**src/design/lrukv_pkg.sv**
```systemverilog
`timescale 1ns / 1ps
package lrukv_pkg;

  localparam int KEY_W   = 32;
  localparam int VALUE_W = 32;
  localparam int CAP_W   = 5;

  typedef logic [KEY_W-1:0]          key_t;
  typedef logic signed [VALUE_W-1:0] value_t;

  // Request operation
  typedef enum logic {
    CMD_GET = 1'b0,
    CMD_PUT = 1'b1
  } cmd_t;

  // Value returned by a get that misses
  localparam value_t MISS_VALUE = value_t'(-1);

endpackage

```
**src/design/lrukv_req_if.sv**
```systemverilog
`timescale 1ns / 1ps
interface lrukv_req_if import lrukv_pkg::*; ();
  logic   valid;
  logic   ready;
  cmd_t   cmd;
  key_t   lookup_key;
  value_t store_value;

  modport source (output valid, cmd, lookup_key, store_value, input ready);
  modport sink   (input valid, cmd, lookup_key, store_value, output ready);
endinterface

```
**src/design/lrukv_rsp_if.sv**
```systemverilog
`timescale 1ns / 1ps
interface lrukv_rsp_if import lrukv_pkg::*; ();
  logic   valid;
  logic   ready;
  logic   hit;
  value_t read_value;

  modport source (output valid, hit, read_value, input ready);
  modport sink   (input valid, hit, read_value, output ready);
endinterface

```
**src/design/lru_key_value_cache.sv**
```systemverilog
`timescale 1ns / 1ps
// A get first sweeps the entry memory to search it; a hitting get, and every put, then
// makes a second, rank read-modify-write sweep over it, which a missing get skips.
// One request at a time: the next is taken only once the current one is done. A response
// still waiting for its ready holds the next get in its last step. Reset (rst, synchronous):
// all entries invalid, occupancy zero, capacity min(16, MAX_ENTRIES). A capacity write
// clears the store.
module lru_key_value_cache import lrukv_pkg::*; #(
  parameter int MAX_ENTRIES = 16
) (
  input  logic             clk,
  input  logic             rst,
  input  logic             cfg_wr_en,
  input  logic [CAP_W-1:0] cfg_wr_data,
  lrukv_req_if.sink        req,
  lrukv_rsp_if.source      rsp
);

  localparam int IDX_W     = (MAX_ENTRIES > 1) ? $clog2(MAX_ENTRIES) : 1;
  localparam int OCC_W     = $clog2(MAX_ENTRIES + 1);
  localparam int RESET_CAP = (MAX_ENTRIES < 16) ? MAX_ENTRIES : 16;

  typedef logic [IDX_W-1:0] idx_t;
  typedef logic [OCC_W-1:0] occ_t;

  localparam idx_t LAST_IDX = idx_t'(MAX_ENTRIES - 1);

  typedef enum logic [4:0] {
    S_IDLE       = 5'b00001,
    S_SEARCH     = 5'b00010,
    S_SEARCH_END = 5'b00100,
    S_UPDATE     = 5'b01000,
    S_FINISH     = 5'b10000
  } state_t;

  state_t state;
  idx_t   cnt;

  // Entry storage
  key_t   key_mem   [MAX_ENTRIES];
  value_t value_mem [MAX_ENTRIES];
  idx_t   rank_mem  [MAX_ENTRIES];
  key_t   key_rd;
  value_t value_rd;
  idx_t   rank_rd;
  logic   rd_vld;
  idx_t   rd_idx;

  logic [MAX_ENTRIES-1:0] valid;
  logic [MAX_ENTRIES-1:0] valid_ins;
  occ_t                   occupancy;
  occ_t                   cap_eff;

  // Latched request
  cmd_t   req_cmd;
  key_t   req_key;
  value_t req_val;

  // Search results
  logic   hit_found;
  idx_t   hit_slot;
  idx_t   hit_rank;
  value_t hit_value;
  logic   vic_found;
  idx_t   vic_slot;
  logic   free_found;
  idx_t   free_slot;

  // Response register
  logic   rsp_vld;
  logic   rsp_hit;
  value_t rsp_value;

  logic   req_acc;
  logic   search_cmp;
  logic   wb_phase;
  logic   cur_match;
  logic   is_put;
  logic   do_insert;
  logic   evict;
  idx_t   ins_slot;
  logic   fin_go;
  logic   wb_en;
  idx_t   rank_new;

  assign req.ready = (state == S_IDLE);
  assign req_acc   = req.valid && req.ready;

  assign rsp.valid      = rsp_vld;
  assign rsp.hit        = rsp_hit;
  assign rsp.read_value = rsp_value;

  // Decision logic
  always_comb begin
    search_cmp = rd_vld && (state == S_SEARCH || state == S_SEARCH_END);
    wb_phase   = rd_vld && (state == S_UPDATE || state == S_FINISH);
    cur_match  = search_cmp && valid[rd_idx] && (key_rd == req_key);
    is_put     = (req_cmd == CMD_PUT);
    do_insert  = is_put && !hit_found;
    evict      = do_insert && (occupancy >= cap_eff);
    ins_slot   = (evict && (!free_found || vic_slot < free_slot)) ? vic_slot : free_slot;
    fin_go     = is_put || !rsp_vld || rsp.ready;
  end

  // Valid bits after an insert: victim dropped, new slot taken
  always_comb begin
    valid_ins = valid;
    if (evict) begin
      valid_ins[vic_slot] = 1'b0;
    end
    valid_ins[ins_slot] = 1'b1;
  end

  // New rank for the entry coming back from the update read
  always_comb begin
    wb_en    = 1'b0;
    rank_new = rank_rd;
    if (wb_phase) begin
      if (hit_found) begin
        if (rd_idx == hit_slot) begin
          wb_en    = 1'b1;
          rank_new = '0;
        end else if (valid[rd_idx] && rank_rd < hit_rank) begin
          wb_en    = 1'b1;
          rank_new = rank_rd + idx_t'(1);
        end
      end else begin
        if (rd_idx == ins_slot) begin
          wb_en    = 1'b1;
          rank_new = '0;
        end else if (valid[rd_idx] && !(evict && rd_idx == vic_slot)) begin
          wb_en    = 1'b1;
          rank_new = rank_rd + idx_t'(1);
        end
      end
    end
  end

  // Sequencer
  always_ff @(posedge clk) begin
    if (rst) begin
      state  <= S_IDLE;
      cnt    <= '0;
      rd_vld <= 1'b0;
    end else begin
      rd_vld <= (state == S_SEARCH) || (state == S_UPDATE);
      case (state)
        S_IDLE: begin
          cnt <= '0;
          if (req_acc) begin
            state <= S_SEARCH;
          end
        end
        S_SEARCH: begin
          if (cnt == LAST_IDX) begin
            cnt   <= '0;
            state <= S_SEARCH_END;
          end else begin
            cnt <= cnt + idx_t'(1);
          end
        end
        S_SEARCH_END: begin
          if (!is_put && !(hit_found || cur_match)) begin
            state <= S_FINISH;
          end else begin
            state <= S_UPDATE;
          end
        end
        S_UPDATE: begin
          if (cnt == LAST_IDX) begin
            cnt   <= '0;
            state <= S_FINISH;
          end else begin
            cnt <= cnt + idx_t'(1);
          end
        end
        S_FINISH: begin
          if (fin_go) begin
            state <= S_IDLE;
          end
        end
        default: begin
          state <= S_IDLE;
        end
      endcase
    end
  end

  // Request latch and read pipeline index
  always_ff @(posedge clk) begin
    rd_idx <= cnt;
    if (req_acc) begin
      req_cmd <= req.cmd;
      req_key <= req.lookup_key;
      req_val <= req.store_value;
    end
  end

  // Search sweep: first match, eviction victim, lowest free slot
  always_ff @(posedge clk) begin
    if (rst) begin
      hit_found  <= 1'b0;
      vic_found  <= 1'b0;
      free_found <= 1'b0;
    end else if (req_acc) begin
      hit_found  <= 1'b0;
      vic_found  <= 1'b0;
      free_found <= 1'b0;
    end else if (search_cmp) begin
      if (cur_match && !hit_found) begin
        hit_found <= 1'b1;
        hit_slot  <= rd_idx;
        hit_rank  <= rank_rd;
        hit_value <= value_rd;
      end
      if (valid[rd_idx] && occ_t'(rank_rd) == occupancy - occ_t'(1) && !vic_found) begin
        vic_found <= 1'b1;
        vic_slot  <= rd_idx;
      end
      if (!valid[rd_idx] && !free_found) begin
        free_found <= 1'b1;
        free_slot  <= rd_idx;
      end
    end
  end

  // Entry memories: sweep reads registered; rank writes in update sweep, key/value at end
  always_ff @(posedge clk) begin
    key_rd   <= key_mem[cnt];
    value_rd <= value_mem[cnt];
    rank_rd  <= rank_mem[cnt];
    if (wb_en) begin
      rank_mem[rd_idx] <= rank_new;
    end
    if (state == S_FINISH && fin_go && do_insert) begin
      key_mem[ins_slot] <= req_key;
    end
    if (state == S_FINISH && fin_go && is_put) begin
      value_mem[hit_found ? hit_slot : ins_slot] <= req_val;
    end
  end

  // Valid bits, occupancy and capacity
  always_ff @(posedge clk) begin
    if (rst) begin
      valid     <= '0;
      occupancy <= '0;
      cap_eff   <= occ_t'(RESET_CAP);
    end else if (cfg_wr_en) begin
      valid     <= '0;
      occupancy <= '0;
      if (cfg_wr_data == '0) begin
        cap_eff <= occ_t'(1);
      end else if (32'(cfg_wr_data) > 32'(MAX_ENTRIES)) begin
        cap_eff <= occ_t'(MAX_ENTRIES);
      end else begin
        cap_eff <= occ_t'(cfg_wr_data);
      end
    end else if (state == S_FINISH && fin_go && do_insert) begin
      valid <= valid_ins;
      if (!evict) begin
        occupancy <= occupancy + occ_t'(1);
      end
    end
  end

  // Response register
  always_ff @(posedge clk) begin
    if (rst) begin
      rsp_vld <= 1'b0;
    end else if (state == S_FINISH && fin_go && !is_put) begin
      rsp_vld <= 1'b1;
    end else if (rsp.ready) begin
      rsp_vld <= 1'b0;
    end
  end

  always_ff @(posedge clk) begin
    if (state == S_FINISH && fin_go && !is_put) begin
      rsp_hit   <= hit_found;
      rsp_value <= hit_found ? hit_value : MISS_VALUE;
    end
  end

  // Checks
  a_occ_le_cap: assert property (@(posedge clk) disable iff (rst)
    occupancy <= cap_eff)
    else $error("occupancy above capacity");

  a_occ_count: assert property (@(posedge clk) disable iff (rst)
    $countones(valid) == int'(occupancy))
    else $error("occupancy does not match valid bits");

  a_slot_known: assert property (@(posedge clk) disable iff (rst)
    (state == S_FINISH && do_insert) |-> (evict ? vic_found : free_found))
    else $error("insert without victim or free slot");

  a_rsp_from_get: assert property (@(posedge clk) disable iff (rst)
    $rose(rsp_vld) |-> $past(state == S_FINISH && req_cmd == CMD_GET))
    else $error("response not caused by a get");

endmodule
```
**src/flat_wrapper.sv**
```systemverilog
// flat-port wrapper written by rule: the top's interface ports become plain ports
module lru_key_value_cache_flat import lrukv_pkg::*;
#(
  parameter int MAX_ENTRIES = 16
)
  (clk, rst, cfg_wr_en, cfg_wr_data, req_valid, req_cmd, req_lookup_key, req_store_value, req_ready, rsp_valid, rsp_hit, rsp_read_value, rsp_ready);
  lrukv_req_if req_i ();
  lrukv_rsp_if rsp_i ();
  input  logic clk;
  input  logic rst;
  input  logic cfg_wr_en;
  input  logic [CAP_W-1:0] cfg_wr_data;
  input wire logic [$bits(req_i.valid)-1:0] req_valid;
  input wire logic [$bits(req_i.cmd)-1:0] req_cmd;
  input wire logic [$bits(req_i.lookup_key)-1:0] req_lookup_key;
  input wire logic [$bits(req_i.store_value)-1:0] req_store_value;
  output wire logic [$bits(req_i.ready)-1:0] req_ready;
  output wire logic [$bits(rsp_i.valid)-1:0] rsp_valid;
  output wire logic [$bits(rsp_i.hit)-1:0] rsp_hit;
  output wire logic [$bits(rsp_i.read_value)-1:0] rsp_read_value;
  input wire logic [$bits(rsp_i.ready)-1:0] rsp_ready;
  assign req_i.valid = req_valid;
  assign req_i.cmd = req_cmd;
  assign req_i.lookup_key = req_lookup_key;
  assign req_i.store_value = req_store_value;
  assign req_ready = req_i.ready;
  assign rsp_valid = rsp_i.valid;
  assign rsp_hit = rsp_i.hit;
  assign rsp_read_value = rsp_i.read_value;
  assign rsp_i.ready = rsp_ready;
  lru_key_value_cache #(.MAX_ENTRIES(MAX_ENTRIES)) u_core (.clk(clk), .rst(rst), .cfg_wr_en(cfg_wr_en), .cfg_wr_data(cfg_wr_data), .req(req_i), .rsp(rsp_i));
endmodule
```
**config.mk**
```make
export PLATFORM = sky130hd
export DESIGN_NAME = lru_key_value_cache_flat
export DESIGN_NICKNAME = d
export VERILOG_FILES = /design/src/design/lrukv_pkg.sv /design/src/design/lrukv_req_if.sv /design/src/design/lrukv_rsp_if.sv /design/src/design/lru_key_value_cache.sv /design/src/flat_wrapper.sv
export SDC_FILE = /design/constraint.sdc
export NUM_CORES = 1
export LEC_CHECK = 0
export CORE_MARGIN = 2
export CORE_UTILIZATION = 40
export CTS_CLUSTER_DIAMETER = 50
export DETAILED_ROUTE_END_ITERATION = 8
export DONT_BUFFER_PORTS = 1
export GPL_ROUTABILITY_DRIVEN = 0
export PLACE_DENSITY_LB_ADDON = 0.15
export SLEW_MARGIN = 0
export SYNTH_ARGS = -nofsm -noshare
export SYNTH_HDL_FRONTEND = slang
export SYNTH_SLANG_ARGS = --single-unit
```
**constraint.sdc**
```tcl
create_clock -name clk -period 11.7 [get_ports clk]
set_input_delay 1.755 -clock clk [delete_from_list [all_inputs] [get_ports clk]]
set_output_delay 1.755 -clock clk [all_outputs]
set_load 0.005 [all_outputs]
```
=== Word level (Yosys, flattened, before mapping) ===
Memory sizes are Yosys's and may differ from the RTL's. A register that Yosys moved wholly into a read port is not among the register bits.
Cells that the tools add are included.

* Input port bits: 75
* Memories: 3
* Register bits: 190
* Memory bits (writable): 1088
* Output and inout bits: 35

* Magnitude comparators: 9
* $add $sub $neg: 4
* Reductions and logical operators: 51
* Bitwise operators: 6
* Muxes and demuxes: 39
* Equality and inequality tests: 15

{| class="wikitable"
|+ Memories
! memory !! words !! width !! read ports !! clocked after memory_dff !! wr ports !! RTL line !! text
|-
| u_core.key_mem || 16 || 32 || 1 || 1 || 1 || lru_key_value_cache.sv:40 || <nowiki>key_t key_mem [MAX_ENTRIES];</nowiki>
|-
| u_core.value_mem || 16 || 32 || 1 || 1 || 1 || lru_key_value_cache.sv:41 || <nowiki>value_t value_mem [MAX_ENTRIES];</nowiki>
|-
| u_core.rank_mem || 16 || 4 || 1 || 1 || 1 || lru_key_value_cache.sv:42 || <nowiki>idx_t rank_mem [MAX_ENTRIES];</nowiki>
|}

{| class="wikitable"
|+ Operators by type and width
! operator !! number
|-
| 4-bit 2-to-1 mux || 9
|-
| 5-bit 2-to-1 mux || 7
|-
| 32-bit equality test || 1
|-
| 5-bit case mux with 5 select lines || 1
|-
| 1-bit logical AND || 22
|-
| 1-bit 2-to-1 mux || 17
|-
| 16-bit bitwise AND || 1
|-
| 16-bit 2-to-1 mux || 1
|-
| 16-bit inverter || 1
|-
| 16-bit bitwise OR || 1
|-
| 4-bit AND reduction || 4
|-
| 4-bit by 5-bit < comparator with 1-bit output (second input constant) || 3
|-
| 4-bit equality test || 3
|-
| 4-bit by 1-bit adder with 4-bit output (second input constant) || 2
|-
| 1-bit demux with 4-bit select || 2
|-
| 4-bit by 1-bit >= comparator with 1-bit output (second input constant) || 2
|-
| 1-bit logical NOT || 8
|-
| 4-bit < comparator || 2
|-
| 4-bit case mux with 2 select lines || 1
|-
| 2-bit AND reduction || 4
|-
| 1-bit logical OR || 7
|-
| 2-bit inequality test (second input constant) || 3
|-
| 2-bit OR reduction || 3
|-
| 5-bit by 1-bit adder with 5-bit output (second input constant) || 1
|-
| other kinds (15) || 18
|}

=== Longest topological paths before layout ===
* Word-level depth: 12
* Mapped depth: 11
* Depth with buffers taken out: 9

=== Worst setup path before layout ===
Ideal clock, no wire load.

* Path type: input -> register
* Start point: input rsp_ready
* End point: register u_core.rsp_hit (netlist: u_core.rsp.hit) (enable)
* Path slack: 7.861 ns
* Data arrival time: 3.412 ns
* Setup time: 0.427 ns
* Data required time: 11.273 ns
* Stages on the path: 2
* Path buffers: 0
* Cells stage by stage: nand2b_1 -> nor2b_1

* Word-level cells in the longest chain between the ends: 3

{| class="wikitable"
|+ RTL lines
! element !! RTL line !! text
|-
| from (decl) || flat_wrapper.sv:21 || <nowiki>input wire logic [$bits(rsp_i.ready)-1:0] rsp_ready;</nowiki>
|-
| 1-bit logical OR || lru_key_value_cache.sv:102 || <nowiki>fin_go = is_put || !rsp_vld || rsp.ready;</nowiki>
|-
| 1-bit logical AND (2 in a row) || lru_key_value_cache.sv:279 || <nowiki>if (state == S_FINISH && fin_go && !is_put) begin</nowiki>
|-
| to (signal assigned) || lru_key_value_cache.sv:280 || <nowiki>rsp_hit <= hit_found;</nowiki>
|-
| to (decl) || lru_key_value_cache.sv:71 || <nowiki>logic rsp_hit;</nowiki>
|}

No other way between the ends.
A chain may end at the register's enable or synchronous reset.

=== Worst setup path after layout ===
* Start point: register u_core.occupancy[0]
* End point: memory u_core.value_mem[13][24] (netlist bit) (enable)

* Word-level cells in the longest chain between the ends: 5

{| class="wikitable"
|+ RTL lines
! element !! RTL line !! text
|-
| from (decl) || lru_key_value_cache.sv:51 || <nowiki>occ_t occupancy;</nowiki>
|-
| from (signal assigned) || lru_key_value_cache.sv:262 || <nowiki>occupancy <= occupancy + occ_t'(1);</nowiki>
|-
| 5-bit >= comparator || lru_key_value_cache.sv:100 || <nowiki>evict = do_insert && (occupancy >= cap_eff);</nowiki>
|-
| 1-bit logical AND || lru_key_value_cache.sv:100 ||
|-
| 1-bit logical AND || lru_key_value_cache.sv:101 || <nowiki>ins_slot = (evict && (!free_found || vic_slot < free_slot)) ? vic_slot : free_slot;</nowiki>
|-
| 4-bit 2-to-1 mux || lru_key_value_cache.sv:101 ||
|-
| 4-bit 2-to-1 mux || lru_key_value_cache.sv:239 || <nowiki>value_mem[hit_found ? hit_slot : ins_slot] <= req_val;</nowiki>
|-
| to (decl) || lru_key_value_cache.sv:41 ||
|}

No other way between the ends.

==> results.json <==
{
  "ys_seq_area_frac": 0.780,
  "path_class": "reg -> reg",
  "vias_per_cell": 5.48,
  "start_util": 0.402,
  "fin_crit_ns": 4.05,
  "synth_warnings": 0,
  "rsz0062_at_grt": "no",
  "cp.arrival_ns": 4.48,
  "clkTransAtPathRegs_ns": 0.06,
  "gr-total-overflow": 0,
  "grt.total_usage": 0.174,
  "grt_first_pass_wirelength_mm": 164,
  "grt_max_degree": 133,
  "worstPathMaxFanout": 17,
  "synth_area_leaders": "edfxtp_1 74%, mux4_2 15%, dfxtp_1 4.4%",
  "slowest_stage": "nor2_4",
  "yosysTopAreaCell": "edfxtp_1",
  "layout_commonest_cell": "edfxtp_1",
  "final_cell_mix": "1234 x edfxtp_1, 340 x mux4_2, 154 x clkbuf_16, 107 x dfxtp_1, 49 x nand2_1",
  "drtAntennaViolNets": 0,
  "io_pins": 110,
  "holdPathEnd": "u_core.hit_value[15]",
  "worstReg2RegStart": "u_core.occupancy[0]",
  "htreeDepth": 4,
  "relSlewSlack": 0.130,
  "cpPeakStageDelay_ns": 0.66,
  "worstPathCellList": "inv_1, ha_1, nor2b_1, o21ai_1, a41oi_2, a21oi_1, o311ai_1, nand2_1, nor2_4, buf_4",
  "portBuffers": 0,
  "slew_viol_final": 0,
  "cts_buffers": 154,
  "stdcell_area_mm2": 0.0576,
  "drive_gt1_frac": 0.271,
  "antenna_found_initial": 12,
  "routedWlPerCell_um": 26.9,
  "setup_viol": 0,
  "ff2ff_setup_slack_ns": 7.65,
  "dieWidth_um": 359,
  "cts_tree": "done",
  "finClkSkew_ns": 0.0308,
  "synth_nets": 2358,
  "status": "complete, no violations",
  "cts.repair.resized": 0,
  "die_h_um": 359,
  "placed_area_mm2": 0.0525,
  "worst-path-buf-inv": 2,
  "hold_buffers": 0,
  "core_area_mm2": 0.125,
  "ys_types": 65,
  "num_vias": 22700,
  "clock_latency_ns": 0.78,
  "critPathCaptureType": "flip-flop",
  "synth_edf_count": 1234,
  "syn_avg_cell_area_um2": 22.2,
  "syn_inst": 2268,
  "cts_buffer_depth": 3,
  "drc": 0,
  "ir_worst_vdd_mv": 0.145,
  "min_from": "u_core.value_rd[15]",
  "grt_pass1_vias": 24000,
  "path_delay_family": "compound AO/OA/AOI/OAI gates",
  "dr.pass1.iters": 5,
  "drt_iter0_markers": 2168,
  "post_cts_buffers": 0,
  "ys_async_sr_fraction": 0,
  "power_leakage_nw": 17.5,
  "n_fill_cell": 10300,
  "setup_tns_ns": 0,
  "hold_class": "reg -> reg",
  "final_util": 0.459,
  "fp-row-count": 130,
  "r2r_cells": 10,
  "tightest_slew_ns": 1.29,
  "worstHoldPathCells": 0,
  "fmax_ghz": 0.247,
  "dieArea_mm2": 0.129,
  "ys_seq_elements": 1346,
  "startpoint_type": "flip-flop",
  "synth_ff_type": "edfxtp_1",
  "dpl.hpwl_mm": 58.6,
  "synth_top_area_frac": 0.735,
  "power_density_mw_per_mm2": 181,
  "wl_mm": 111,
  "required_ns": 12.13,
  "cts_root_buffer": "clkbuf_16",
  "syn_area_mm2": 0.0504,
  "nNetsFinal": 2457,
  "maxCapViolCount": 0,
  "fin_crit_sh": 0.346,
  "r2r-end": "u_core.value_mem[13][24]",
  "hold_violations": 0,
  "cts_sinks": 1346,
  "syn_to_final_growth_pct": 14.2
}
[cells by family after synthesis]
group                      count (synthesis)  synth area share
AOI/OAI and AO/OA                        121            0.0158
buffers and inverters                    140            0.0121
adders and majority gates                 15           0.00372
muxes                                    349             0.154
xor gates and xnor gates                  59            0.0103
DFF                                     1346             0.780
and+or+nand+nor                          238            0.0248
[synthesized netlist by cell type, types with 2 or more instances]
cell type     n
nor4_1       25
clkbuf_1     59
nand2b_1     47
nor2b_1       7
a31oi_1       6
a41oi_1       2
o21bai_1      2
mux4_2      340
a22oi_1       4
a21oi_1      35
o21ai_2       2
and2_1        4
o31ai_1       2
or3_1         4
a21o_1        5
nand4_1       6
nand4b_1      2
and4_1        2
a2bb2oi_1     3
buf_2        36
nand3b_1      3
o21ai_1       8
and3_1        3
or2_2         4
mux2i_1       9
edfxtp_1   1234
nand3_1      14
xnor2_1      27
dfxtp_1     112
o21ai_0      25
xor2_1       32
inv_1        37
buf_4         4
nand2_1      49
nor3_1       11
buf_6         3
ha_1         15
nor2_1       48
o211ai_1      8
a211oi_1      4
[worst max path at each step]
stage | startpoint | end | slack, ns | cells after the start
6_report | u_core.occupancy[0] | u_core.value_mem[13][24] | 7.65 | 10
5_1_grt | u_core.occupancy[0] | u_core.value_mem[12][25] | 7.36 | 10
4_1_cts | u_core.occupancy[0] | u_core.value_mem[13][24] | 7.62 | 10
3_5_place_dp | u_core.occupancy[0] | u_core.value_mem[13][24] | 7.62 | 10
3_3_place_gp | u_core.occupancy[0] | u_core.value_mem[13][24] | 7.69 | 10
2_1_floorplan | rsp_ready | u_core.rsp.hit | 7.86 | 2
[final cells by class]
class	instances	area, um^2	area share
Sequential cell	1346	39300	0.683
Multi-Input combinational cell	782	10600	0.185
Clock buffer	191	4040	0.0702
Tap cell	1650	2060	0.0359
Clock inverter	92	998	0.0173
Timing Repair Buffer	46	358	0.00622
Inverter	37	141	0.00246
Antenna cell	3	7.51	0.000130
[sequential cells by signal, indices dropped and copies added (netlist names), 4 cells and up]
| register | cells |
|---|---|
| u_core.rank_mem | 64 |
| u_core.value_rd | 32 |
| u_core.value_mem | 512 |
| u_core.occupancy | 5 |
| u_core.req_key | 32 |
| u_core.state | 5 |
| u_core.cnt | 4 |
| u_core.hit_value | 32 |
| u_core.req_val | 32 |
| u_core.rd_idx | 4 |
| u_core.vic_slot | 4 |
| u_core.key_mem | 512 |
| u_core.hit_rank | 4 |
| u_core.rank_rd | 4 |
| u_core.valid | 16 |
| u_core.rsp.read_value | 32 |
| u_core.free_slot | 4 |
| u_core.hit_slot | 4 |
| u_core.cap_eff | 5 |
| u_core.key_rd | 32 |
[power by group]
| group | switching [mW] | internal, mW | leakage [nW] |
|---|---|---|---|
| clock | 1.94 | 2.78 | 2.45 |
| combinational | 0.113 | 0.0869 | 3.00 |
| sequential | 0.128 | 5.36 | 12.1 |
| total | 2.19 | 8.22 | 17.5 |
[through the flow]
| step | hold slack (ns) | std cells | power (mW) | setup slack [ns] |
|---|---|---|---|---|
| floorplan | 0.329 | 2268 | 5.68 | 7.86 |
| global route | 0.414 | 4145 | 10.7 | 7.36 |
| CTS | 0.410 | 4144 | 10.5 | 7.62 |
| detailed placement | 0.391 | 3861 | 5.80 | 7.62 |
| finish | 0.406 | 4147 | 10.4 | 7.65 |
| global placement | 0.391 | 3861 | 5.78 | 7.69 |
[metal layers]
metal	wire length (um)	track usage
met5	27	0
met4	2060	0.0483
met3	6510	0.0381
met2	53100	0.272
met1	49800	0.249
[worst reg2reg max path, delay by kind of cell, from the launching register on]
kind | cells | cell delay (ns)
AO/OA/AOI/OAI | 4 | 1.28
AND/OR/NAND/NOR | 3 | 1.14
buffers and inverters | 2 | 0.55
flip-flops | 1 | 0.45
adder cells (fa/ha/maj) | 1 | 0.28
Note: power is estimated with default switching activity, not from simulation.
